==> config.mk <==
export PLATFORM = sky130hd
export DESIGN_NAME = cinht_ctrl
export DESIGN_NICKNAME = d
export VERILOG_FILES = /design/src/rtl/cinht_pkg.sv /design/src/rtl/cinht_ctrl.sv
export SDC_FILE = /design/constraint.sdc
export NUM_CORES = 1
export LEC_CHECK = 0
export ABC_CLOCK_PERIOD_IN_PS = 1500
export BUFFER_PORTS_ARGS = -buffer_cell sky130_fd_sc_hd__clkbuf_2
export CORE_MARGIN = 1
export CORE_UTILIZATION = 48
export CTS_BUF_LIST = sky130_fd_sc_hd__clkbuf_8
export CTS_CLUSTER_SIZE = 25
export DETAILED_ROUTE_END_ITERATION = 6
export PLACE_DENSITY = 0.85
export SETUP_SLACK_MARGIN = 0.15
export SYNTH_ARGS = -nofsm -noshare
export SYNTH_HDL_FRONTEND = slang
export SYNTH_SLANG_ARGS = --single-unit
==> constraint.sdc <==
create_clock -name aclk -period 1.5 [get_ports aclk]
set_input_delay 0.075 -clock aclk [delete_from_list [all_inputs] [get_ports aclk]]
set_output_delay 0.075 -clock aclk [all_outputs]
set_load 0.05 [all_outputs]
==> src/rtl/cinht_pkg.sv <==
// Shared types and constants for the case-insensitive name hash table.
// Holds the FSM state type, the controller/datapath command and status structs.
// No dependencies.
`timescale 1ns / 1ps
`default_nettype none

package cinht_pkg;

    localparam int DEF_TABLE_SLOTS = 1024;
    localparam int DEF_MAX_ENTRIES = 512;
    localparam int DEF_NAME_LEN    = 64;

    localparam int STATUS_W = 3;
    localparam int IDX_W    = 9;

    localparam logic [31:0] FNV_BASIS = 32'd2166136261;
    localparam logic [31:0] FNV_PRIME = 32'd16777619;

    typedef enum logic [2:0] {
        ST_OK         = 3'd0,
        ST_NOT_FOUND  = 3'd1,
        ST_DUPLICATE  = 3'd2,
        ST_EMPTY      = 3'd3,
        ST_REG_FULL   = 3'd4,
        ST_TABLE_FULL = 3'd5
    } status_t;

    typedef enum logic [1:0] {
        IDX_ZERO,
        IDX_ENT,
        IDX_COUNT
    } idx_sel_t;

    typedef enum logic [4:0] {
        S_CLEAR,
        S_IDLE,
        S_START,
        S_WALK_RD,
        S_WALK_CHK,
        S_LEN_CHK,
        S_CMP_RD,
        S_CMP_CHK,
        S_NEXT,
        S_FOUND,
        S_PROBE_RD,
        S_PROBE_CHK,
        S_STORE_RD,
        S_STORE_WR,
        S_FIN,
        S_LINK,
        S_DONE
    } state_t;

    typedef struct packed {
        logic     clr_write;
        logic     take;
        logic     start_walk;
        logic     rd_slot_cur;
        logic     rd_slot_probe;
        logic     latch_ent;
        logic     pos_clear;
        logic     pos_inc;
        logic     follow_link;
        logic     probe_bucket;
        logic     probe_init;
        logic     probe_inc;
        logic     wr_name;
        logic     wr_entry;
        logic     wr_link;
        logic     set_result;
        status_t  res_status;
        idx_sel_t res_idx;
        logic     load_out;
    } cmd_t;

    typedef struct packed {
        logic clr_last;
        logic last_fire;
        logic op_insert;
        logic qlen_zero;
        logic reg_full;
        logic slot_used;
        logic slot_linked;
        logic len_match;
        logic char_match;
        logic pos_last;
        logic probe_last;
        logic link;
        logic out_free;
    } sts_t;

endpackage

`default_nettype wire

==> src/rtl/cinht_ctrl.sv <==
// Controller state machine of the name hash table: clearing pass, character
// intake, chain walk, name compare, probing and store. Uses cinht_pkg.
`timescale 1ns / 1ps
`default_nettype none

module cinht_ctrl
    import cinht_pkg::*;
(
    input  wire logic aclk,
    input  wire logic aresetn,
    input  wire sts_t sts,
    output cmd_t      cmd
);

    state_t state_reg;
    state_t state_next;

    always_ff @(posedge aclk) begin
        if (!aresetn) begin
            state_reg <= S_CLEAR;
        end else begin
            state_reg <= state_next;
        end
    end

    always_comb begin
        state_next = state_reg;
        cmd        = '0;
        case (state_reg)
            S_CLEAR: begin
                cmd.clr_write = 1'b1;
                if (sts.clr_last) begin
                    state_next = S_IDLE;
                end
            end
            S_IDLE: begin
                cmd.take = 1'b1;
                if (sts.last_fire) begin
                    state_next = S_START;
                end
            end
            S_START: begin
                if (sts.qlen_zero) begin
                    cmd.set_result = 1'b1;
                    cmd.res_status = sts.op_insert ? ST_EMPTY : ST_NOT_FOUND;
                    state_next     = S_DONE;
                end else if (sts.op_insert && sts.reg_full) begin
                    cmd.set_result = 1'b1;
                    cmd.res_status = ST_REG_FULL;
                    state_next     = S_DONE;
                end else begin
                    cmd.start_walk = 1'b1;
                    state_next     = S_WALK_RD;
                end
            end
            S_WALK_RD: begin
                cmd.rd_slot_cur = 1'b1;
                state_next      = S_WALK_CHK;
            end
            S_WALK_CHK: begin
                if (!sts.slot_used) begin
                    // Only the bucket slot itself can be empty on a walk.
                    if (sts.op_insert) begin
                        cmd.probe_bucket = 1'b1;
                        cmd.pos_clear    = 1'b1;
                        state_next       = S_STORE_RD;
                    end else begin
                        cmd.set_result = 1'b1;
                        cmd.res_status = ST_NOT_FOUND;
                        state_next     = S_DONE;
                    end
                end else begin
                    cmd.latch_ent = 1'b1;
                    cmd.pos_clear = 1'b1;
                    state_next    = S_LEN_CHK;
                end
            end
            S_LEN_CHK: begin
                state_next = sts.len_match ? S_CMP_RD : S_NEXT;
            end
            S_CMP_RD: begin
                state_next = S_CMP_CHK;
            end
            S_CMP_CHK: begin
                if (!sts.char_match) begin
                    state_next = S_NEXT;
                end else if (sts.pos_last) begin
                    state_next = S_FOUND;
                end else begin
                    cmd.pos_inc = 1'b1;
                    state_next  = S_CMP_RD;
                end
            end
            S_NEXT: begin
                if (sts.slot_linked) begin
                    cmd.follow_link = 1'b1;
                    state_next      = S_WALK_RD;
                end else if (sts.op_insert) begin
                    cmd.probe_init = 1'b1;
                    state_next     = S_PROBE_RD;
                end else begin
                    cmd.set_result = 1'b1;
                    cmd.res_status = ST_NOT_FOUND;
                    state_next     = S_DONE;
                end
            end
            S_FOUND: begin
                cmd.set_result = 1'b1;
                if (sts.op_insert) begin
                    cmd.res_status = ST_DUPLICATE;
                end else begin
                    cmd.res_status = ST_OK;
                    cmd.res_idx    = IDX_ENT;
                end
                state_next = S_DONE;
            end
            S_PROBE_RD: begin
                cmd.rd_slot_probe = 1'b1;
                state_next        = S_PROBE_CHK;
            end
            S_PROBE_CHK: begin
                if (!sts.slot_used) begin
                    cmd.pos_clear = 1'b1;
                    state_next    = S_STORE_RD;
                end else if (sts.probe_last) begin
                    cmd.set_result = 1'b1;
                    cmd.res_status = ST_TABLE_FULL;
                    state_next     = S_DONE;
                end else begin
                    cmd.probe_inc = 1'b1;
                    state_next    = S_PROBE_RD;
                end
            end
            S_STORE_RD: begin
                state_next = S_STORE_WR;
            end
            S_STORE_WR: begin
                cmd.wr_name = 1'b1;
                if (sts.pos_last) begin
                    state_next = S_FIN;
                end else begin
                    cmd.pos_inc = 1'b1;
                    state_next  = S_STORE_RD;
                end
            end
            S_FIN: begin
                cmd.wr_entry   = 1'b1;
                cmd.set_result = 1'b1;
                cmd.res_status = ST_OK;
                cmd.res_idx    = IDX_COUNT;
                state_next     = sts.link ? S_LINK : S_DONE;
            end
            S_LINK: begin
                cmd.wr_link = 1'b1;
                state_next  = S_DONE;
            end
            S_DONE: begin
                if (sts.out_free) begin
                    cmd.load_out = 1'b1;
                    state_next   = S_IDLE;
                end
            end
            default: begin
                state_next = S_IDLE;
            end
        endcase
    end

    a_single_write: assert property (@(posedge aclk) disable iff (!aresetn)
        $countones({cmd.clr_write, cmd.wr_entry, cmd.wr_link}) <= 1)
        else $error("two slot writes in one cycle");

    a_link_after_fin: assert property (@(posedge aclk) disable iff (!aresetn)
        cmd.wr_link |-> $past(cmd.wr_entry))
        else $error("chain link written without a new entry");

    a_take_idle: assert property (@(posedge aclk) disable iff (!aresetn)
        sts.last_fire |=> state_reg == S_START)
        else $error("final character did not start a request");

endmodule

`default_nettype wire

==> summary.txt, run 1 <==
Floorplan
  • FP Rows: 14
  • Initial core utilization: 0.5337
  • IO Count: 37
  • Die X-Extent: roughly 44 um
  • Die H: around 44 um

Clocking
  • CTS root buf: clkbuf_8
  • CTS buffer count: 3
  • Max Buffers Root-to-Sink: 2
  • Post-CTS setup buffers: 6
  • Post-cts resize count: 71
  • CTS Hold Bufs: 0
  • H-tree depth: 1
  • Clock sink total: 5

Synthesis
  • Seq cells post-synth: 5
  • Avg Cell Area, Syn: just under 7 um2
  • Yosys warns: 0
  • Top cell type's share of synthesized area: 0.1203
  • Seq/Total Area, Yosys: 0.1203
  • Syn Inst Count: roughly 120
  • Dominant cells by area after synthesis: dfxtp_1, nand2_1, and3_1
  • Syn Nets: between 100 and 150
  • Number of distinct library cells after synthesis: 46
  • Yosys top cell by area: dfxtp_1
  • Post-Syn Area: 832.0 um2
  • Post-synth EDFFs: 0
  • Asr flop ratio synth: 0
  • Main synth FF type: dfxtp_1

Placed design
  • DP Cell Count: around 180
  • DP Wirelength: 2152 um
  • RD Place Congestion: 0.9213
  • Placed inst area: 1249 um2
  • IO Port Bufs: 36

Status
  • Stop err: [ERROR DPL-0038] Utilization greater than 100%, impossible to legalize
  • Outcome: stopped before the end
  • Last step reached: clock tree synthesis
## cell usage after synthesis (all sizes together) (3+ instances only)
| cell type | n |
|---|---|
| a21oi | 6 |
| and2 | 3 |
| nand4 | 3 |
| o21ai | 7 |
| nor2b | 7 |
| nand3 | 7 |
| nand2 | 12 |
| and3 | 8 |
| nor3 | 5 |
| nand2b | 6 |
| nor3b | 6 |
| buf | 8 |
| inv | 4 |
| dfxtp | 5 |
| nor2 | 9 |
## cell families after synthesis
family | after synthesis | synth area share
simple gates | 71 | 0.4963
compound gates | 28 | 0.2286
buf+inv | 14 | 0.1068
flops | 5 | 0.1203
mux | 3 | 0.03759
xor+xnor | 1 | 0.01053
## per-stage QoR
step                setup slack [ns]  hold slack, ns    util  TNS [ns]
floorplan                   -0.05133          0.1926       -  -0.05133
global placement            -0.02098          0.3513  0.8010  -0.02170
detailed placement          -0.05185          0.3481  0.8010   -0.1517
==> inputs of run 2 (changes only) <==
==> config.mk (replaced) <==
export PLATFORM = sky130hd
export DESIGN_NAME = cinht_ctrl
export DESIGN_NICKNAME = d
export VERILOG_FILES = /design/src/rtl/cinht_pkg.sv /design/src/rtl/cinht_ctrl.sv
export SDC_FILE = /design/constraint.sdc
export NUM_CORES = 1
export LEC_CHECK = 0
export ABC_CLOCK_PERIOD_IN_PS = 1500
export BUFFER_PORTS_ARGS = -buffer_cell sky130_fd_sc_hd__clkbuf_2
export CORE_AREA = 2 2 63 65
export DETAILED_ROUTE_END_ITERATION = 6
export DIE_AREA = 0 0 65 67
export PLACE_DENSITY_LB_ADDON = 0.15
export SYNTH_ARGS = -nofsm -noshare
export SYNTH_HDL_FRONTEND = slang
export SYNTH_SLANG_ARGS = --single-unit
==> run 2 against run 1 <==
Against the previous run:
- the flow now finishes, with violations (negative setup slack)
- synthesized area unchanged
- synthesized cell count unchanged
==> summary.txt, run 2 <==
Global route
  • Number of global-route vias before repair: between 1000 and 1500
  • Antenna violations before repair: 0
  • GRT Overall Usage: 0.1570
  • Pin count of the biggest net entering global routing: 11
  • First-pass GRT wire length: 5271 um
  • Total congestion overflow: 0

Finish
  • Fill cells: between 300 and 400
  • Share of cells above drive strength 1: 0.6477
  • Final net count: 209
  • Area occupied by multi-input gates: roughly 870 um2
  • Most common cell after layout, fill and taps aside: buf_4
  • Commonest non-fill, non-tap cells in the layout: buf_4, buf_6, clkbuf_2, nand2_1, buf_8
  • Ant. Diodes: 0
  • Util after Layout: 0.5115
  • Reg area: 118.9 um2
  • Max FFs per register: 5
  • Area growth, synth to finish: 121.7%

Power
  • Sw Pwr: about 0.00023 W
  • Sequential Power Share: 0.217
  • PwrDens: roughly 370 nW/um2
  • Maximum VDD drop: roughly 0.17 mV
  • Int Pwr: between 0.0004 and 0.0005 W
  • Sw Share: 0.3434
  • Clock power share: 0.381
  • Static Leak: 0.8269 nW
  • Combinational Power Share: 0.402

Placed design
  • DP Wirelength: 2556 um (was 2152 um)
  • RD Place Congestion: 0.8527 (was 0.9213)
  • IO Port Bufs: 36 (unchanged)
  • Dpl ws: -0.05128 ns (was -0.05185 ns)

Worst setup path
  • CP Launch Type: flip-flop
  • Worst Setup SP: state_reg[0]
  • Reg2reg end: state_reg[1]
  • Internal reg-to-reg setup slack: -0.06 ns
  • Type of the worst setup path: reg -> out
  • Worst reg2reg path depth: 6
  • Worst r2r src: state_reg[1]
  • Critical Path AT: 1.58 ns
  • WP data required: 1.42 ns
  • Crit path max fanout: 8
  • CP endpoint kind: output port

Synthesis
  • Top cell type's share of synthesized area: 0.1203 (unchanged)
  • Seq/Total Area, Yosys: 0.1203 (unchanged)
  • Yosys top cell by area: dfxtp_1 (unchanged)
  • Post-synth EDFFs: 0 (unchanged)
  • Dominant cells by area after synthesis: dfxtp_1, nand2_1, and3_1 (unchanged)
  • Seq cells post-synth: 5 (unchanged)
  • Main synth FF type: dfxtp_1 (unchanged)
  • Syn Inst Count: 122 (unchanged)
  • Post-Syn Area: 832.0 um2 (unchanged)
  • Commonest cells post-synth: nand2_1, nor2_1, and3_1, nand3_1 (unchanged)
  • Most instantiated library cell after synthesis: nand2_1 (unchanged)
  • Number of distinct library cells after synthesis: 46 (unchanged)
  • Yosys warns: 0 (unchanged)
  • Syn Nets: 137 (unchanged)
  • Asr flop ratio synth: 0 (unchanged)
  • Avg Cell Area, Syn: 6.820 um2 (unchanged)

Floorplan
  • Initial core utilization: 0.2307 (was 0.5337)
  • IO Count: 37 (unchanged)
  • Placeable Area: between 3000 and 4000 um2
  • Die Area: between 4000 and 5000 um2
  • Die X-Extent: 65 um (was 43.64 um)
  • FP Rows: 22 (was 14)
  • Die H: 67 um (was 43.64 um)

Flow run
  • Max_cap viols: 0

Clocking
  • CTS tree: yes
  • CTS root buf: clkbuf_8 (unchanged)
  • Clock slew at reported path FFs: ~0.04 ns
  • Clock Latency Late Sink: approximately 0.22 ns
  • CTS buffer count: 3 (unchanged)
  • Clock sink total: 5 (unchanged)
  • Max Buffers Root-to-Sink: 2 (unchanged)
  • H-tree depth: 1 (unchanged)

Timing
  • FMAX: between 600 and 700 MHz
  • Worst slew margin: 0.7568
  • Pins Over Slew Limit: 0
  • Clock skew: roughly 0.0003 ns
  • PnR worst setup slack: -0.1566 ns
  • Final setup viols: 15
  • Crit path time final: about 1.7 ns
  • RSZ-0062 raised after global routing: yes
  • Least-Margin Pin Slew: about 0.36 ns
  • Fin crit share: 1.104
  • Final Hold Viols: 0

Status
  • Outcome: complete, but fails checks (was stopped before the end)
  • Failing checks: negative setup slack

Routing
  • Antenna viol nets, final: 0
  • Drt first pass iters: 6
  • Routed length per instance: 14.83 um
  • Vias post-DR: 1193
  • Vias per Instance: approximately 5
  • WL final: around 3600 um
  • Post-route DRC: 0
  • Initial DRC Count: 33

Min path
  • Worst Hold End: state_reg[4]
  • Min-Delay Path Class: in -> reg
  • Hold Path Origin: aresetn
  • Hold Path Depth: 2
==> run 2: cell families (layout without fill, tap and decap cells) <==
family	Yosys count	in the layout	share of synthesized area
AND/OR/NAND/NOR	71	71	0.4963
AO/OA/AOI/OAI	28	28	0.2286
multiplexers	3	3	0.03759
buffers and inverters	14	85	0.1068
XOR/XNOR	1	1	0.01053
flip-flops	5	5	0.1203
==> run 2: worst max-delay path, cell delays in order (launching register included) <==
cell and delay (ns):
dfxtp_4 0.41, and2b_2 0.27, nand4_1 0.13, nand4_1 0.17, a21o_1 0.23, buf_12 0.15
==> run 2: routing by layer <==
| metal | vias to the layer above | GRT usage | part of all wire |
|---|---|---|---|
| li1 | 585 | - | - |
| met3 | 6 | 0.02365 | 0.046 |
| met1 | 571 | 0.1913 | 0.43 |
| met2 | 31 | 0.2848 | 0.51 |
| met5 | - | 0 | 0 |
| met4 | 0 | 0.04255 | 0.012 |
==> run 2: final cells by class <==
type                    instances  share of cell area
repair buffers                 77              0.3989
multi-input cells             103              0.4701
inverters                       4            0.009498
well taps                      48             0.03256
clock buffers                   4             0.02442
flip-flops and latches          5             0.06445
==> run 2: worst max-delay path by stage <==
stage | slack (ns) | depth (start not counted) | end
2_1_floorplan | -0.21 | 4 | cmd[18]
3_3_place_gp | -0.17 | 5 | cmd[6]
3_5_place_dp | -0.05 | 5 | cmd[6]
4_1_cts | -0.15 | 5 | cmd[6]
5_1_grt | -0.21 | 5 | cmd[6]
6_report | -0.16 | 5 | cmd[6]
==> run 2: power groups by stage <==
stage / clock network [W] / registers (W) / logic (W)
final: 0.000258 / 0.000147 / 0.000271
after global routing: 0.000262 / 0.000147 / 0.000289
after floorplan: 0 / 0.000142 / 0.000134
after global placement: 0 / 0.000149 / 0.000202
after detailed placement: 0 / 0.000149 / 0.000204
after CTS: 0.000257 / 0.000144 / 0.000235
==> run 2: timing repair <==
item,CTS,global route
hold buffers,0,0
resized for setup,53,59
setup buffers,7,7
endpoints found under the setup margin,23,24
pin swaps,12,11
==> run 2: per-stage QoR <==
stage                     TNS (ns)  hold WS [ns]  instance area, um2  power [W]  instances
after CTS                  -0.8402        0.1261                1602  0.0006357        235
after global routing        -1.639        0.1468                1844  0.0006989        241
after global placement     -0.6517        0.3603                1334  0.0003514        225
after detailed placement  -0.08873        0.3636                1334  0.0003534        225
after floorplan            -0.7519        0.1926               893.4  0.0002757        122
final                      -0.8627        0.1293                1844  0.0006754        241
No activity file was read; power rests on OpenSTA's default activity.
